## config.mk

```make
export PLATFORM = sky130hd
export DESIGN_NAME = crsf_frame_receiver
export DESIGN_NICKNAME = d
export VERILOG_FILES = /design/src/hdl/crsf_pkg.sv /design/src/hdl/crsf_frame_receiver.sv /design/src/hdl/crsf_ram.sv /design/src/hdl/crsf_chan_unpack.sv
export SDC_FILE = /design/constraint.sdc
export NUM_CORES = 1
export LEC_CHECK = 0
export BUFFER_PORTS_ARGS = -buffer_cell sky130_fd_sc_hd__buf_2
export CORE_MARGIN = 10
export CORE_UTILIZATION = 60
export CTS_BUF_LIST = sky130_fd_sc_hd__clkbuf_4
export CTS_CLUSTER_SIZE = 24
export DETAILED_ROUTE_END_ITERATION = 10
export PLACE_DENSITY = 0.79
export SYNTH_ARGS = -nofsm -noshare
export SYNTH_HDL_FRONTEND = slang
export SYNTH_HIERARCHICAL = 1
export SYNTH_SLANG_ARGS = --single-unit
```

## constraint.sdc

```tcl
create_clock -name clk_i -period 3.8 [get_ports clk_i]
set_clock_uncertainty 0.05 [all_clocks]
set_input_delay 0.57 -clock clk_i [delete_from_list [all_inputs] [get_ports clk_i]]
set_output_delay 0.57 -clock clk_i [all_outputs]
set_load 0.02 [all_outputs]
```

## src/hdl/crsf_pkg.sv

```systemverilog
package crsf_pkg;

  localparam int unsigned ChannelCount   = 16;
  localparam int unsigned RcPayloadBytes = 22;
  localparam int unsigned ChanW          = 11;
  localparam int unsigned ChIdxW         = $clog2(ChannelCount);
  localparam int unsigned AccW           = 18;
  localparam int unsigned BitCntW        = 5;
  localparam logic [7:0]  CrcPoly        = 8'hD5;
  localparam logic [7:0]  MinLen         = 8'd4;

  typedef enum logic [7:0] {
    REG_SYNC    = 8'd0,
    REG_RC_TYPE = 8'd1
  } cfg_reg_e;

  typedef enum logic [2:0] {
    EV_NONE     = 3'd0,
    EV_FRAME_OK = 3'd1,
    EV_CRC_ERR  = 3'd2,
    EV_LEN_ERR  = 3'd3,
    EV_CHANNEL  = 3'd4
  } event_e;

  typedef enum logic [4:0] {
    PH_SYNC    = 5'b00001,
    PH_LEN     = 5'b00010,
    PH_TYPE    = 5'b00100,
    PH_PAYLOAD = 5'b01000,
    PH_CRC     = 5'b10000
  } phase_e;

  typedef struct packed {
    logic              valid;
    logic [ChIdxW-1:0] index;
    logic [ChanW-1:0]  value;
    logic              last;
  } chan_t;

  function automatic logic [7:0] crc8_update(input logic [7:0] crc, input logic [7:0] b);
    logic [7:0] c;
    c = crc ^ b;
    for (int i = 0; i < 8; i++) begin
      c = c[7] ? ((c << 1) ^ CrcPoly) : (c << 1);
    end
    return c;
  endfunction

endpackage

```

## src/hdl/crsf_frame_receiver.sv

```systemverilog
// Each accepted byte's result is loaded into the output register as the byte is taken.
// Throughput: one byte per cycle while the output slot is free and no channel run is
// busy; the CRC byte of a good RC frame yields 16 channel transactions, built from
// 22 frame store reads, during which no byte is taken.
// Reset: parser, counters and config registers cleared to defaults; the frame store
// is not cleared, it is only read at entries written in the current frame.
module crsf_frame_receiver #(
  parameter int unsigned MAX_FRAME_BYTES = 64
) (
  input  logic        clk_i,
  input  logic        rst_ni,
  input  logic        cfg_valid_i,
  output logic        cfg_ready_o,
  input  logic [7:0]  cfg_index_i,
  input  logic [7:0]  cfg_data_i,
  input  logic        in_valid_i,
  output logic        in_ready_o,
  input  logic [7:0]  rx_byte_i,
  output logic        out_valid_o,
  input  logic        out_ready_i,
  output logic [2:0]  event_code_o,
  output logic [3:0]  channel_index_o,
  output logic [10:0] channel_value_o,
  output logic        last_of_run_o,
  output logic [31:0] bytes_seen_o,
  output logic [31:0] good_frames_o,
  output logic [31:0] length_errors_o,
  output logic [31:0] crc_errors_o
);
  import crsf_pkg::*;

  localparam int unsigned PosW   = $clog2(MAX_FRAME_BYTES);
  localparam logic [8:0]  MaxLen = 9'(MAX_FRAME_BYTES - 2);

  logic [7:0]        sync_q, rc_type_q;
  phase_e            phase_q, phase_d;
  logic [PosW-1:0]   plen_q, plen_d;
  logic [PosW-1:0]   pos_q, pos_d;
  logic [7:0]        crc_q, crc_d;
  logic [7:0]        type_q, type_d;
  logic [31:0]       byte_cnt_q, ok_cnt_q, len_err_q, crc_err_q;
  logic              out_valid_q, out_valid_d;
  event_e            ev_q, ev_d;
  event_e            byte_ev;
  logic [ChIdxW-1:0] idx_q, idx_d;
  logic [ChanW-1:0]  val_q, val_d;
  logic              last_q, last_d;

  logic              slot_free, in_fire, run_busy, start_run;
  logic              mem_we;
  logic [PosW-1:0]   mem_waddr, mem_raddr;
  logic [7:0]        mem_rdata;
  logic              len_bad, crc_good, is_rc;
  chan_t             chan;

  assign cfg_ready_o = 1'b1;
  assign slot_free   = !out_valid_q || out_ready_i;
  assign in_ready_o  = slot_free && !run_busy;
  assign in_fire     = in_valid_i && in_ready_o;

  assign len_bad  = (rx_byte_i < MinLen) || ({1'b0, rx_byte_i} > MaxLen);
  assign crc_good = (rx_byte_i == crc_q);
  assign is_rc    = (type_q == rc_type_q) && (plen_q >= PosW'(RcPayloadBytes));

  always_comb begin
    phase_d   = phase_q;
    plen_d    = plen_q;
    pos_d     = pos_q;
    crc_d     = crc_q;
    type_d    = type_q;
    mem_we    = 1'b0;
    mem_waddr = pos_q;
    byte_ev   = EV_NONE;
    start_run = 1'b0;
    unique case (phase_q)
      PH_LEN: begin
        if (len_bad) begin
          phase_d = PH_SYNC;
          byte_ev = EV_LEN_ERR;
        end else begin
          plen_d  = PosW'(rx_byte_i - 8'd2);
          pos_d   = '0;
          phase_d = PH_TYPE;
        end
      end
      PH_TYPE: begin
        mem_we    = 1'b1;
        mem_waddr = '0;
        type_d    = rx_byte_i;
        crc_d     = crc8_update(8'd0, rx_byte_i);
        pos_d     = PosW'(1);
        phase_d   = (plen_q != '0) ? PH_PAYLOAD : PH_CRC;
      end
      PH_PAYLOAD: begin
        mem_we = 1'b1;
        crc_d  = crc8_update(crc_q, rx_byte_i);
        pos_d  = pos_q + 1'b1;
        if (pos_q >= plen_q) begin
          phase_d = PH_CRC;
        end
      end
      PH_CRC: begin
        phase_d = PH_SYNC;
        if (!crc_good) begin
          byte_ev = EV_CRC_ERR;
        end else if (is_rc) begin
          start_run = 1'b1;
        end else begin
          byte_ev = EV_FRAME_OK;
        end
      end
      default: begin
        phase_d = (rx_byte_i == sync_q) ? PH_LEN : PH_SYNC;
      end
    endcase
    if (!in_fire) begin
      mem_we    = 1'b0;
      start_run = 1'b0;
    end
  end

  always_comb begin
    out_valid_d = out_valid_q;
    ev_d        = ev_q;
    idx_d       = idx_q;
    val_d       = val_q;
    last_d      = last_q;
    if (in_fire) begin
      out_valid_d = !start_run;
      ev_d        = byte_ev;
      idx_d       = '0;
      val_d       = '0;
      last_d      = 1'b1;
    end else if (chan.valid) begin
      out_valid_d = 1'b1;
      ev_d        = EV_CHANNEL;
      idx_d       = chan.index;
      val_d       = chan.value;
      last_d      = chan.last;
    end else begin
      if (out_ready_i) begin
        out_valid_d = 1'b0;
      end
    end
  end

  always_ff @(posedge clk_i or negedge rst_ni) begin
    if (!rst_ni) begin
      sync_q      <= 8'd200;
      rc_type_q   <= 8'd22;
      phase_q     <= PH_SYNC;
      plen_q      <= '0;
      pos_q       <= '0;
      crc_q       <= '0;
      byte_cnt_q  <= '0;
      ok_cnt_q    <= '0;
      len_err_q   <= '0;
      crc_err_q   <= '0;
      out_valid_q <= 1'b0;
    end else begin
      if (cfg_valid_i) begin
        unique case (cfg_index_i)
          REG_SYNC:    sync_q    <= cfg_data_i;
          REG_RC_TYPE: rc_type_q <= cfg_data_i;
          default: ;
        endcase
      end
      out_valid_q <= out_valid_d;
      if (in_fire) begin
        phase_q    <= phase_d;
        plen_q     <= plen_d;
        pos_q      <= pos_d;
        crc_q      <= crc_d;
        byte_cnt_q <= byte_cnt_q + 32'd1;
        if (byte_ev == EV_LEN_ERR) begin
          len_err_q <= len_err_q + 32'd1;
        end
        if (byte_ev == EV_CRC_ERR) begin
          crc_err_q <= crc_err_q + 32'd1;
        end
        if (byte_ev == EV_FRAME_OK || start_run) begin
          ok_cnt_q <= ok_cnt_q + 32'd1;
        end
      end
    end
  end

  always_ff @(posedge clk_i) begin
    if (in_fire) begin
      type_q <= type_d;
    end
    ev_q   <= ev_d;
    idx_q  <= idx_d;
    val_q  <= val_d;
    last_q <= last_d;
  end

  crsf_ram #(
    .WIDTH (8),
    .DEPTH (MAX_FRAME_BYTES)
  ) u_frame_store (
    .clk_i   (clk_i),
    .we_i    (mem_we),
    .waddr_i (mem_waddr),
    .wdata_i (rx_byte_i),
    .raddr_i (mem_raddr),
    .rdata_o (mem_rdata)
  );

  crsf_chan_unpack #(
    .ADDR_W (PosW)
  ) u_unpack (
    .clk_i       (clk_i),
    .rst_ni      (rst_ni),
    .start_i     (start_run),
    .slot_free_i (slot_free),
    .rdata_i     (mem_rdata),
    .raddr_o     (mem_raddr),
    .busy_o      (run_busy),
    .chan_o      (chan)
  );

  assign out_valid_o     = out_valid_q;
  assign event_code_o    = ev_q;
  assign channel_index_o = idx_q;
  assign channel_value_o = val_q;
  assign last_of_run_o   = last_q;
  assign bytes_seen_o    = byte_cnt_q;
  assign good_frames_o   = ok_cnt_q;
  assign length_errors_o = len_err_q;
  assign crc_errors_o    = crc_err_q;

endmodule

```

## src/hdl/crsf_ram.sv

```systemverilog
module crsf_ram #(
  parameter int unsigned WIDTH = 8,
  parameter int unsigned DEPTH = 64
) (
  input  logic                     clk_i,
  input  logic                     we_i,
  input  logic [$clog2(DEPTH)-1:0] waddr_i,
  input  logic [WIDTH-1:0]         wdata_i,
  input  logic [$clog2(DEPTH)-1:0] raddr_i,
  output logic [WIDTH-1:0]         rdata_o
);

  logic [WIDTH-1:0] mem_q [DEPTH];

  always_ff @(posedge clk_i) begin
    if (we_i) begin
      mem_q[waddr_i] <= wdata_i;
    end
    rdata_o <= mem_q[raddr_i];
  end

endmodule

```

## src/hdl/crsf_chan_unpack.sv

```systemverilog
module crsf_chan_unpack #(
  parameter int unsigned ADDR_W = 6
) (
  input  logic                clk_i,
  input  logic                rst_ni,
  input  logic                start_i,
  input  logic                slot_free_i,
  input  logic [7:0]          rdata_i,
  output logic [ADDR_W-1:0]   raddr_o,
  output logic                busy_o,
  output crsf_pkg::chan_t     chan_o
);
  import crsf_pkg::*;

  logic                active_q, active_d;
  logic                rd_pend_q, rd_pend_d;
  logic [ADDR_W-1:0]   addr_q, addr_d;
  logic [AccW-1:0]     acc_q, acc_d;
  logic [BitCntW-1:0]  nbits_q, nbits_d;
  logic [ChIdxW-1:0]   idx_q, idx_d;
  logic                emit;

  assign emit    = active_q && !rd_pend_q && (nbits_q >= BitCntW'(ChanW)) && slot_free_i;
  assign raddr_o = addr_q;
  assign busy_o  = active_q;

  assign chan_o.valid = emit;
  assign chan_o.index = idx_q;
  assign chan_o.value = acc_q[ChanW-1:0];
  assign chan_o.last  = (idx_q == ChIdxW'(ChannelCount - 1));

  always_comb begin
    active_d  = active_q;
    rd_pend_d = 1'b0;
    addr_d    = addr_q;
    acc_d     = acc_q;
    nbits_d   = nbits_q;
    idx_d     = idx_q;
    if (start_i) begin
      active_d = 1'b1;
      addr_d   = ADDR_W'(1);
      acc_d    = '0;
      nbits_d  = '0;
      idx_d    = '0;
    end else if (active_q) begin
      if (rd_pend_q) begin
        acc_d   = acc_q | (AccW'(rdata_i) << nbits_q);
        nbits_d = nbits_q + BitCntW'(8);
      end else if (nbits_q >= BitCntW'(ChanW)) begin
        if (emit) begin
          acc_d   = acc_q >> ChanW;
          nbits_d = nbits_q - BitCntW'(ChanW);
          idx_d   = idx_q + 1'b1;
          if (chan_o.last) begin
            active_d = 1'b0;
          end
        end
      end else begin
        rd_pend_d = 1'b1;
        addr_d    = addr_q + 1'b1;
      end
    end
  end

  always_ff @(posedge clk_i or negedge rst_ni) begin
    if (!rst_ni) begin
      active_q  <= 1'b0;
      rd_pend_q <= 1'b0;
      addr_q    <= '0;
      nbits_q   <= '0;
      idx_q     <= '0;
    end else begin
      active_q  <= active_d;
      rd_pend_q <= rd_pend_d;
      addr_q    <= addr_d;
      nbits_q   <= nbits_d;
      idx_q     <= idx_d;
    end
  end

  always_ff @(posedge clk_i) begin
    acc_q <= acc_d;
  end

endmodule

```

==> flow_summary.ini <==
[route]
remaining_drc_errors = 0
wirelength_um = 75300
vias = 19800
dr.first_iter.drc_count = 2110
ant_nets = 0
detail_route.wl_per_cell_um = 23.3
drtPass1Iterations = 5
viasPerCell = 6.13

[setup_path]
critPathKind = register to register
end_kind = register
startpoint_type = register
cp_max_fo = 12
crit_start = phase_q[1]
cp.required_ns = 4.38
r2r_cells = 8
rr_startpoint = phase_q[1]
crit_path_end = u_frame_store/mem_q[57][6]
crit_arrival_ns = 4.09
rr_endpoint = u_frame_store/mem_q[57][6]
r2r_setup_slack_ns = 0.29

[logic_synthesis]
avgSynthCellArea_um2 = 15.6
syn-instance-count = 2038
ys_seq_elements = 752
ys_warn_count = 6
synth_area_um2 = 31900
syn_nets = 2088
ys_async_sr_fraction_pct = 24.9
synth_edf_count = 523
ys_seq_area_share_pct = 66.6
ys.flop_type = edfxtp_1
synth_cell_type_count = 91

[floorplanning]
die_h_um = 250
ios = 179
die_x_um = 250
num_rows = 84
start_util_pct = 60.7
dieArea_um2 = 62700
core_area_um2 = 52600

[clock_tree]
clock_path_buffers = 3
cts.clk_slew.worst_paths_ns = 0.06
cts.sink_count = 752
cts_buffers = 186
clk-insertion-delay-late_ns = 1.03
cts_tree = yes
htree_num_levels = 4
cts-root-buf = clkbuf_4

[sta]
max-slew-margin-rel_pct = 38.8
setup_viol = 0
fin_crit_ns = 3.51
fin_crit_sh_pct = 92.3
holdWs_ns = 0.128
grt_setup_unrepaired = false
slew_violations = 0
finalHoldViolations = 0
fmax_mhz = 285
worstMarginPinSlew_ns = 0.895
fin_setup_tns_ns = 0

[global_routing]
track_usage_pct = 24.1
top_usage_layer = met2
grtUsageMet3_pct = 5.77
met2_usage_pct = 38.4
grtUsageMet1_pct = 31.0
antenna_found_initial = 3
grt_max_degree = 95
grt_pass1_vias = 20200
grt-ovfl-total = 0
grt_pass1_wl_um = 118000

[place]
routabilityCongestion = 0.857
postPlaceCellArea_um2 = 33600
io_buffers = 177
post-dp-hpwl_um = 48700

[worst_hold_path]
hp-class = primary input to async pin

[power_and_ir_drop]
vdd_ir_drop_max_mv = 0.310
leakage_nw = 14.1
power.density_nw_per_um2 = 449
finalPower_mw = 16.3

[final_layout]
final_area_um2 = 36300
syn2layout_area_growth_pct = 13.8
drive_gt1_share_pct = 30.0
fin_nets = 2440

[job]
max_cap_viol_count = 0

[run_status]
status = completed
==> what timing repair did <==
| action | 4_1_cts | 5_1_grt |
|---|---|---|
| resized for setup | 0 | 0 |
| hold buffers | 24 | 0 |
| hold endpoints to repair | 126 | 0 |
| buffers inserted | 0 | 0 |
==> routing by layer <==
| metal | up-vias | part of all wire, % | wire (um) |
|---|---|---|---|
| li1 | 8607 | - | - |
| met5 | - | 0.024 | 18 |
| met1 | 10000 | 39 | 29600 |
| met2 | 1017 | 49 | 36600 |
| met3 | 165 | 8.5 | 6430 |
| met4 | 4 | 3.5 | 2650 |
==> state kept, by name, summed over array words and instances (netlist names), 8 cells and up <==
name and cells:
u_frame_store/mem_q 512, channel_value_o 11, rc_type_q 8, sync_q 8, u_unpack/acc_q 18, good_frames_o 32
crc_errors_o 32, bytes_seen_o 32, u_frame_store/rdata_o 8, type_q 8, length_errors_o 32, crc_q 8
==> logic make-up (layout without fill, tap and decap cells) <==
group	after synthesis	after routing	share of synthesized area (%)
multiplexers	219	219	12.2
buffers and inverters	139	643	2.41
AND/OR/NAND/NOR	540	540	8.51
AO/OA/AOI/OAI	186	186	4.35
adder cells (fa/ha/maj)	21	21	0.824
XOR/XNOR	180	180	5.12
other	1	2	0.0118
flip-flops	752	752	66.6
==> stage by stage <==
step	instances	setup WS, ns	utilization [%]
finish	3231	0.294	69.1
global route	3231	0.182	69.1
CTS	3230	0.407	69.1
detailed placement	2866	0.421	63.9
global placement	2866	0.536	63.9
floorplan	2038	0.745	-
==> report_power, final <==
| part | leakage, nW | internal [mW] | switching (mW) | total [mW] |
|---|---|---|---|---|
| logic | 5.13 | 0.178 | 0.367 | 0.545 |
| registers | 7.51 | 8.83 | 0.0602 | 8.89 |
| clock network | 1.46 | 3.63 | 3.22 | 6.85 |
==> Yosys cell counts (7+ instances only) <==
master,number,area (um2)
clkbuf_1,34,128
buf_4,28,210
xnor2_1,128,1120
nand4_1,34,213
nor4_1,10,62.6
a22oi_1,8,60.1
o221ai_1,8,70.1
dfstp_2,7,184
dfrtp_1,180,4500
dfxtp_1,42,841
mux2i_1,43,430
buf_1,8,30.0
ha_1,21,263
o22ai_1,9,56.3
o2bb2ai_1,10,87.6
nand3_1,78,390
buf_2,22,110
and2_1,19,119
o21ai_0,34,170
inv_1,33,124
xor2_1,48,420
and3_1,33,206
mux4_2,130,2930
a21oi_1,31,155
mux2_2,44,495
nor3_1,21,105
nand2b_1,13,81.3
buf_6,11,124
edfxtp_1,523,15700
nor2b_1,27,169
nor2_1,156,586
a22o_1,9,78.8
a211oi_1,9,67.6
and4_1,7,61.3
nand2_1,103,387
==> layout by cell type (no fill, tap or decap), types with 43 or more instances in the layout <==
master and instances:
buf_4 63, dfrtp_1 176, mux4_2 130, xor2_1 48
nand3_1 78, mux2_2 44, edfxtp_1 523, nor2_1 155
clkbuf_4 285, buf_2 176, mux2i_1 43, xnor2_1 128
nand2_1 103
==> worst min path at each step <==
stage	cells after the start	endpoint	start	slack, ns
floorplan	0	bytes_seen_o[0]	rst_ni	0.22
global placement	1	u_unpack/acc_q[14]	u_unpack/acc_q[14]	0.40
detailed placement	1	u_unpack/acc_q[2]	u_unpack/acc_q[2]	0.40
CTS	2	pos_q[5]	rst_ni	0.04
global route	2	length_errors_o[18]	rst_ni	0.16
finish	2	length_errors_o[18]	rst_ni	0.13
==> layout make-up <==
type                    count  area (um2)
flip-flops and latches    752       21200
fillers                  3492       16300
multi-input cells        1147        9880
clock buffers             285        2140
repair buffers            269        1710
well taps                 688         861
clock inverters            55         327
inverters                  34         128
diodes                      1        2.50
==> worst max-delay path, stage by stage, from the launching register on <==
cell and delay (ns):
dfrtp_1 0.41, nor3_1 0.31, nand3b_1 0.38, nand2_1 0.16, nand2_1 0.13, inv_1 0.12, buf_4 0.20, nand3_1 0.54
nor2_1 0.83
No activity file was read; power rests on OpenSTA's default activity.
